File: src/rtl/crs_pkg.sv
// shared types and constants for the clip rectangle stack
package crs_pkg;

   localparam int STACK_DEPTH_DEF = 16;

   typedef enum logic {
      OP_PUSH = 1'b0,
      OP_POP  = 1'b1
   } opcode_type;

   typedef enum logic [1:0] {
      ST_DONE      = 2'd0,
      ST_POP_EMPTY = 2'd1,
      ST_PUSH_FULL = 2'd2,
      ST_RSVD      = 2'd3
   } status_type;

   typedef struct packed {
      logic signed [15:0] left;
      logic signed [15:0] bottom;
      logic [14:0]        span_x;
      logic [14:0]        span_y;
   } rect_type;

   localparam int RECT_W = $bits(rect_type);

   typedef struct packed {
      opcode_type         opcode;
      logic signed [15:0] left;
      logic signed [15:0] bottom;
      logic [14:0]        span_x;
      logic [14:0]        span_y;
   } req_type;

   typedef struct packed {
      logic               clip_enable;
      logic signed [15:0] clip_left;
      logic signed [15:0] clip_bottom;
      logic [14:0]        clip_span_x;
      logic [14:0]        clip_span_y;
      status_type         status;
   } rsp_type;

endpackage

File: src/rtl/crs_ram.sv
// generic single write port ram with registered read
module crs_ram #(
   parameter int WIDTH = 8,
   parameter int DEPTH = 16
) (
   input  logic                     clock,
   input  logic                     wr_en,
   input  logic [$clog2(DEPTH)-1:0] wr_addr,
   input  logic [WIDTH-1:0]         wr_data,
   input  logic                     rd_en,
   input  logic [$clog2(DEPTH)-1:0] rd_addr,
   output logic [WIDTH-1:0]         rd_data
);

   logic [WIDTH-1:0] mem_ff [DEPTH];
   logic [WIDTH-1:0] rd_data_ff;

   always_ff @(posedge clock) begin
      if (wr_en) begin
         mem_ff[wr_addr] <= wr_data;
      end
      if (rd_en) begin
         rd_data_ff <= mem_ff[rd_addr];
      end
   end

   assign rd_data = rd_data_ff;

endmodule

File: src/rtl/clip_rect_stack.sv
// clip rectangle stack top level: push intersects with the top, pop restores the one below
//
// usage
//  - request channel: a transaction is taken at a rising edge with start high and busy low;
//    req_data carries opcode, left, bottom, span_x and span_y (geometry ignored on a pop)
//  - response channel: rsp_strobe is high for exactly one cycle per transaction, with
//    rsp_data holding the rectangle now on top, clip_enable and a status code
//  - the receiver cannot stall; every response must be taken in its strobe cycle
//  - push: result in the cycle after acceptance, a new push may follow in the next cycle
//  - pop exposing a lower entry: the entry is fetched from the stack ram (registered read),
//    busy is high while S_POP_RD waits for the read, then the result is registered from it
//  - pop down to empty, pop on empty and push on full: result in the cycle after acceptance
//  - sustained rate: one push per cycle; a pop that uncovers an entry holds off the next
//    request while busy is high for the ram read
//  - the current top rectangle is kept in a register so a push needs no ram read
//  - reset empties the stack and clears busy; ram contents are left as they are
//  - status: done, pop on empty ignored, push on full ignored
module clip_rect_stack #(
   parameter int STACK_DEPTH = crs_pkg::STACK_DEPTH_DEF
) (
   input  logic             clock,
   input  logic             reset,
   input  logic             start,
   output logic             busy,
   input  crs_pkg::req_type req_data,
   output logic             rsp_strobe,
   output crs_pkg::rsp_type rsp_data
);

   localparam int ADDR_W   = (STACK_DEPTH > 1) ? $clog2(STACK_DEPTH) : 1;
   localparam int LVL_W    = $clog2(STACK_DEPTH + 1);
   localparam int RECT_W_L = crs_pkg::RECT_W;

   typedef enum logic [1:0] {
      S_IDLE   = 2'b01,
      S_POP_RD = 2'b10
   } state_type;

   // one axis of the intersection: larger low edge, smaller high edge, span clamped at zero
   function automatic logic [30:0] axis_clip(
      input logic [15:0] lo_a,
      input logic [14:0] span_a,
      input logic [15:0] lo_b,
      input logic [14:0] span_b
   );
      logic signed [16:0] a_lo;
      logic signed [16:0] b_lo;
      logic signed [16:0] a_hi;
      logic signed [16:0] b_hi;
      logic signed [16:0] n_lo;
      logic signed [16:0] n_hi;
      logic [17:0]        diff;
      logic [14:0]        span;
      a_lo = {lo_a[15], lo_a};
      b_lo = {lo_b[15], lo_b};
      a_hi = a_lo + $signed({2'b00, span_a});
      b_hi = b_lo + $signed({2'b00, span_b});
      n_lo = (a_lo > b_lo) ? a_lo : b_lo;
      n_hi = (a_hi < b_hi) ? a_hi : b_hi;
      diff = {n_hi[16], n_hi} - {n_lo[16], n_lo};
      span = diff[17] ? 15'd0 : diff[14:0];
      return {n_lo[15:0], span};
   endfunction

   state_type        state_ff, state_in;
   logic [LVL_W-1:0] level_ff, level_in;
   crs_pkg::rect_type top_ff, top_in;
   crs_pkg::rsp_type  rsp_ff, rsp_in;
   logic             rsp_strobe_ff, rsp_strobe_in;

   logic              accept;
   logic              is_push;
   logic              stack_full;
   logic              stack_empty;
   crs_pkg::rect_type push_rect;
   logic [30:0]       clip_x;
   logic [30:0]       clip_y;
   logic              ram_we;
   logic              ram_re;
   logic [LVL_W-1:0]  below_level;
   logic [RECT_W_L-1:0] ram_rd_data;
   crs_pkg::rect_type ram_rect;

   assign busy        = (state_ff == S_POP_RD);
   assign accept      = start && !busy;
   assign is_push     = (req_data.opcode == crs_pkg::OP_PUSH);
   assign stack_full  = (level_ff == LVL_W'(STACK_DEPTH));
   assign stack_empty = (level_ff == '0);
   assign below_level = level_ff - LVL_W'(2);

   // intersection of the incoming rectangle with the registered top
   assign clip_x = axis_clip(req_data.left, req_data.span_x, top_ff.left, top_ff.span_x);
   assign clip_y = axis_clip(req_data.bottom, req_data.span_y, top_ff.bottom, top_ff.span_y);

   always_comb begin
      if (stack_empty) begin
         push_rect.left   = req_data.left;
         push_rect.bottom = req_data.bottom;
         push_rect.span_x = req_data.span_x;
         push_rect.span_y = req_data.span_y;
      end else begin
         push_rect.left   = clip_x[30:15];
         push_rect.bottom = clip_y[30:15];
         push_rect.span_x = clip_x[14:0];
         push_rect.span_y = clip_y[14:0];
      end
   end

   assign ram_we   = accept && is_push && !stack_full;
   assign ram_re   = accept && !is_push && (level_ff > LVL_W'(1));
   assign ram_rect = crs_pkg::rect_type'(ram_rd_data);

   always_comb begin
      state_in      = state_ff;
      level_in      = level_ff;
      top_in        = top_ff;
      rsp_in        = rsp_ff;
      rsp_strobe_in = 1'b0;
      unique case (state_ff)
         S_IDLE: begin
            if (accept) begin
               rsp_strobe_in = 1'b1;
               rsp_in        = '0;
               rsp_in.status = crs_pkg::ST_DONE;
               if (is_push) begin
                  if (stack_full) begin
                     // ignored: report the unchanged top
                     rsp_in.status      = crs_pkg::ST_PUSH_FULL;
                     rsp_in.clip_enable = 1'b1;
                     rsp_in.clip_left   = top_ff.left;
                     rsp_in.clip_bottom = top_ff.bottom;
                     rsp_in.clip_span_x = top_ff.span_x;
                     rsp_in.clip_span_y = top_ff.span_y;
                  end else begin
                     level_in           = level_ff + LVL_W'(1);
                     top_in             = push_rect;
                     rsp_in.clip_enable = 1'b1;
                     rsp_in.clip_left   = push_rect.left;
                     rsp_in.clip_bottom = push_rect.bottom;
                     rsp_in.clip_span_x = push_rect.span_x;
                     rsp_in.clip_span_y = push_rect.span_y;
                  end
               end else if (stack_empty) begin
                  rsp_in.status = crs_pkg::ST_POP_EMPTY;
               end else begin
                  level_in = level_ff - LVL_W'(1);
                  if (level_ff > LVL_W'(1)) begin
                     // entry below is on its way from the ram
                     rsp_strobe_in = 1'b0;
                     state_in      = S_POP_RD;
                  end
               end
            end
         end
         S_POP_RD: begin
            top_in             = ram_rect;
            rsp_strobe_in      = 1'b1;
            rsp_in             = '0;
            rsp_in.status      = crs_pkg::ST_DONE;
            rsp_in.clip_enable = 1'b1;
            rsp_in.clip_left   = ram_rect.left;
            rsp_in.clip_bottom = ram_rect.bottom;
            rsp_in.clip_span_x = ram_rect.span_x;
            rsp_in.clip_span_y = ram_rect.span_y;
            state_in           = S_IDLE;
         end
         default: begin
            state_in = S_IDLE;
         end
      endcase
   end

   always_ff @(posedge clock) begin
      if (reset) begin
         state_ff      <= S_IDLE;
         level_ff      <= '0;
         rsp_strobe_ff <= 1'b0;
      end else begin
         state_ff      <= state_in;
         level_ff      <= level_in;
         rsp_strobe_ff <= rsp_strobe_in;
      end
   end

   always_ff @(posedge clock) begin
      top_ff <= top_in;
      rsp_ff <= rsp_in;
   end

   crs_ram #(
      .WIDTH (RECT_W_L),
      .DEPTH (STACK_DEPTH)
   ) u_stack_ram (
      .clock   (clock),
      .wr_en   (ram_we),
      .wr_addr (level_ff[ADDR_W-1:0]),
      .wr_data (push_rect),
      .rd_en   (ram_re),
      .rd_addr (below_level[ADDR_W-1:0]),
      .rd_data (ram_rd_data)
   );

   assign rsp_strobe = rsp_strobe_ff;
   assign rsp_data   = rsp_ff;

   // stack level stays within the ram
   a_level_range: assert property (@(posedge clock) disable iff (reset)
      level_ff <= LVL_W'(STACK_DEPTH))
      else $error("stack level beyond depth");

   // the ram read wait state returns to idle in the next cycle
   a_pop_one_cycle: assert property (@(posedge clock) disable iff (reset)
      state_ff == S_POP_RD |=> state_ff == S_IDLE)
      else $error("pop read wait not one cycle");

   // every pop that uncovers an entry answers after the read
   a_pop_answers: assert property (@(posedge clock) disable iff (reset)
      state_ff == S_POP_RD |=> rsp_strobe_ff)
      else $error("pop read without response");

   // a push transaction answers on the next cycle
   a_push_answers: assert property (@(posedge clock) disable iff (reset)
      accept && is_push |=> rsp_strobe_ff)
      else $error("push without response");

   // reported enable matches stack occupancy
   a_enable_level: assert property (@(posedge clock) disable iff (reset)
      rsp_strobe_ff |-> rsp_ff.clip_enable == (level_ff != '0))
      else $error("clip enable disagrees with stack level");

endmodule

File: config.mk
export PLATFORM = sky130hd
export DESIGN_NAME = clip_rect_stack
export DESIGN_NICKNAME = d
export VERILOG_FILES = /design/src/rtl/crs_pkg.sv /design/src/rtl/crs_ram.sv /design/src/rtl/clip_rect_stack.sv
export SDC_FILE = /design/constraint.sdc
export NUM_CORES = 2
export LEC_CHECK = 0
export CAP_MARGIN = 20
export CELL_PAD_IN_SITES_DETAIL_PLACEMENT = 1
export CELL_PAD_IN_SITES_GLOBAL_PLACEMENT = 1
export CORE_MARGIN = 3
export CORE_UTILIZATION = 56
export CTS_CLUSTER_SIZE = 14
export DETAILED_ROUTE_END_ITERATION = 12
export DONT_BUFFER_PORTS = 1
export HOLD_SLACK_MARGIN = 0.06
export PLACE_DENSITY_LB_ADDON = 0.1
export SETUP_SLACK_MARGIN = 0.1
export SLEW_MARGIN = 20
export SYNTH_ARGS = -nofsm -noshare
export SYNTH_HDL_FRONTEND = slang
export SYNTH_SLANG_ARGS = --single-unit
File: constraint.sdc
create_clock -name clock -period 9.1 [get_ports clock]
set_input_delay 0.91 -clock clock [delete_from_list [all_inputs] [get_ports clock]]
set_output_delay 0.91 -clock clock [all_outputs]
set_load 0.01 [all_outputs]
==> qor.txt <==
share of cells above drive strength 1 = 0.219
die area = 97600 µm²
GRT busiest layer = met2
GR met2 Demand/Resource = 0.501
CP max FO = 18
Via Count = 29300
Area Growth Syn to Fin = 10.3%
Initial Util = 0.569
Synth Area in Compound Gates = 0.0534
syn nets = 3144
Synth Area in Adders = 0.0415
depth of the CTS H-tree = 3
Reg area = 35600 µm²
status = finished clean
post-synthesis register bit count = 1189
router iterations before antenna repair = 5
final worst slack = 0.758 ns
Slew Limit Fails = 0
unrepaired setup endpoints after global routing = false
final hold vios = 0
first-pass GRT wire length = 222 mm
crit start category = flip-flop
Final setup viols = 0
largest net degree at the start of global routing = 159
top-area cell type share of the netlist area = 0.675
TritonCTS Buffers = 118
Post-CTS Repair Setup Buffers = 0
GRT overflow = 0
Port Buf Inserts = 0
nets = 3197
PwrDens = 411 nW/µm²
Inst Count DP = 4082
worst path bufs/invs = 2
area of the multi-input gates = 16300 µm²
area share of and/or/nand/nor cells after synthesis = 0.0321
# resized after CTS = 0
CTS root buffer = clkbuf_16
number of synthesized flops with an enable pin = 1181
met3 Track Usage GR = 0.0565
Final Skew = 0.0406 ns
Fmax = 0.120 GHz
Residual DRC = 0
Lkg Pwr = 0.0191 µW
Mapped Cells = 2908
Seq/Total Area, Yosys = 0.678
Period minus WS final = 8.34 ns
HPWL Detailed = 93.9 mm
prevailing post-synth register cell = edfxtp_1
worst rel slew slack = 0.214
ys async rst share = 0
Crit-path slowest cell = o21ai_1
Worst-Skew Late Latency = 0.71 ns
max-cap violation count = 0
Worst-path clk slew = 0.07 ns
xor-xnor portion of the synthesized cell area = 0.0122
WP data required = 9.57 ns
CTS tree = yes
GRT Overall Usage = 0.316
final worst-path cycle share = 0.917
drt wl/cell = 35.4 µm
via density per instance = 6.81
fill count = 7814
Core Area = 92400 µm²
Min-Delay Path Class = primary input to flip-flop
Seq pwr share = 0.384
largest family of logic cells by synthesized area = multiplexers
clock power share = 0.196
drt initial violations = 3773
post-synthesis cell area = 52600 µm²
final cell count without fillers = 4305
Yosys cell types = 76
top area cells in the synthesized netlist = edfxtp_1, mux4_2, ha_1
routed wire length = 152 mm
crit path DAT = 8.81 ns
setup TNS = 0 ns
Switching Share = 0.369
met1 global-route usage = 0.458
combinational power share = 0.420
mux share of post-synthesis cell area = 0.167
Chip Width = 312 µm
pre-CTS setup slack = 0.695 ns
crit-path max cell delay = 0.65 ns
initial antenna violation count = 6
Sink Count = 1189
WS Path Type = flip-flop to flip-flop
worst-margin pin slew = 1.18 ns
kind of end point of the critical path = flip-flop
Synth top cells by count = edfxtp_1, mux4_2, ha_1, nand2_1, o21ai_0
Synth area leader = edfxtp_1
Placer Congestion = 0.955
Vert. Die Dim = 312 µm
num rows = 111
crit-path leading delay family = compound AO/OA/AOI/OAI gates
vias in the first global route = 30700
Mean Syn Cell Area = 18.1 µm²
I/O Pins = 133
clk buf depth = 3
# hold bufs at CTS = 0
Net Sw Power = 8790 µW
maximum VDD drop = 0.326 mV
count leader, synth = edfxtp_1
ANT nets after route = 0
Internal = 15000 µW
warnings from Yosys = 0
kinds of logic after synthesis:
family | after synthesis
DFF | 1189
adders and majority gates | 171
and+or+nand+nor | 359
buffers and inverters | 219
xor gates and xnor gates | 73
muxes | 476
AOI/OAI and AO/OA | 421
flip-flops by register name, indices dropped and copies added, names as in the netlist:
name                 count
rsp_strobe               1
level_ff                 5
state_ff                 2
u_stack_ram.rd_data     62
top_ff                  62
u_stack_ram.mem_ff     992
rsp_data                65
power by group through the flow:
stage               clock network [µW]  registers (µW)  logic (µW)
floorplan                            0            8850        7000
global placement                     0            9210        9350
detailed placement                   0            9240        9860
CTS                               4730            9140        9920
global route                      4960            9190       10800
finish                            4660            9140       10000
metal layers:
layer | vias up | share of wire
li1 | 12000 | -
met1 | 15500 | 0.40
met2 | 1500 | 0.48
met3 | 259 | 0.097
met4 | 2 | 0.026
met5 | - | 0.000085
final cells by class:
type,instances,area share
Antenna cell,3,0.000129
Clock buffer,150,0.0537
Sequential cell,1189,0.614
Tap cell,1243,0.0268
Inverter,90,0.00582
Timing Repair Buffer,62,0.00936
Clock inverter,68,0.00930
Multi-Input combinational cell,1500,0.280
worst paths after layout:
path | from | to | slack (ns) | cells past startpoint
max reg2reg | top_ff[46]$_DFFE_PP_ | rsp_data[26]$_DFFE_PP_ | 0.76 | 29
min reg2reg | state_ff[0]$_SDFFE_PP1P_ | state_ff[0]$_SDFFE_PP1P_ | 0.53 | 1
min | reset | level_ff[3]$_SDFFE_PP0P_ | 0.28 | 1
max | top_ff[46]$_DFFE_PP_ | rsp_data[26]$_DFFE_PP_ | 0.76 | 29
per-stage QoR:
stage          total power, µW  hold slack [ns]  instance area, µm²   util
2_1_floorplan            15800            0.451               52600      -
3_3_place_gp             18600            0.463               54300  0.588
3_5_place_dp             19100            0.507               54300  0.588
4_1_cts                  23800            0.240               57900  0.627
5_1_grt                  25000            0.250               58000  0.628
6_report                 23800            0.284               58000  0.628
cell usage in the layout, fill, tap and decap left out, types with 12 or more instances in the layout:
master and count:
edfxtp_1 1181, mux4_2 310, ha_1 162, clkbuf_16 120
o21ai_0 107, nand2_1 106, mux2_2 98, inv_1 90
nor2_1 89, a21oi_1 71, mux2i_1 65, buf_4 57
a21o_1 46, xnor2_1 43, o211ai_1 38, nand3_1 36
a22o_1 30, clkbuf_1 30, clkinv_1 30, xor2_1 29
o21a_1 20, nor3_1 18, clkinv_2 18, nand4_1 16
nor2b_1 16, nor2_4 15, nand2b_1 14, o21bai_1 12
o21ai_1 12
No activity file was read; power rests on OpenSTA's default activity.
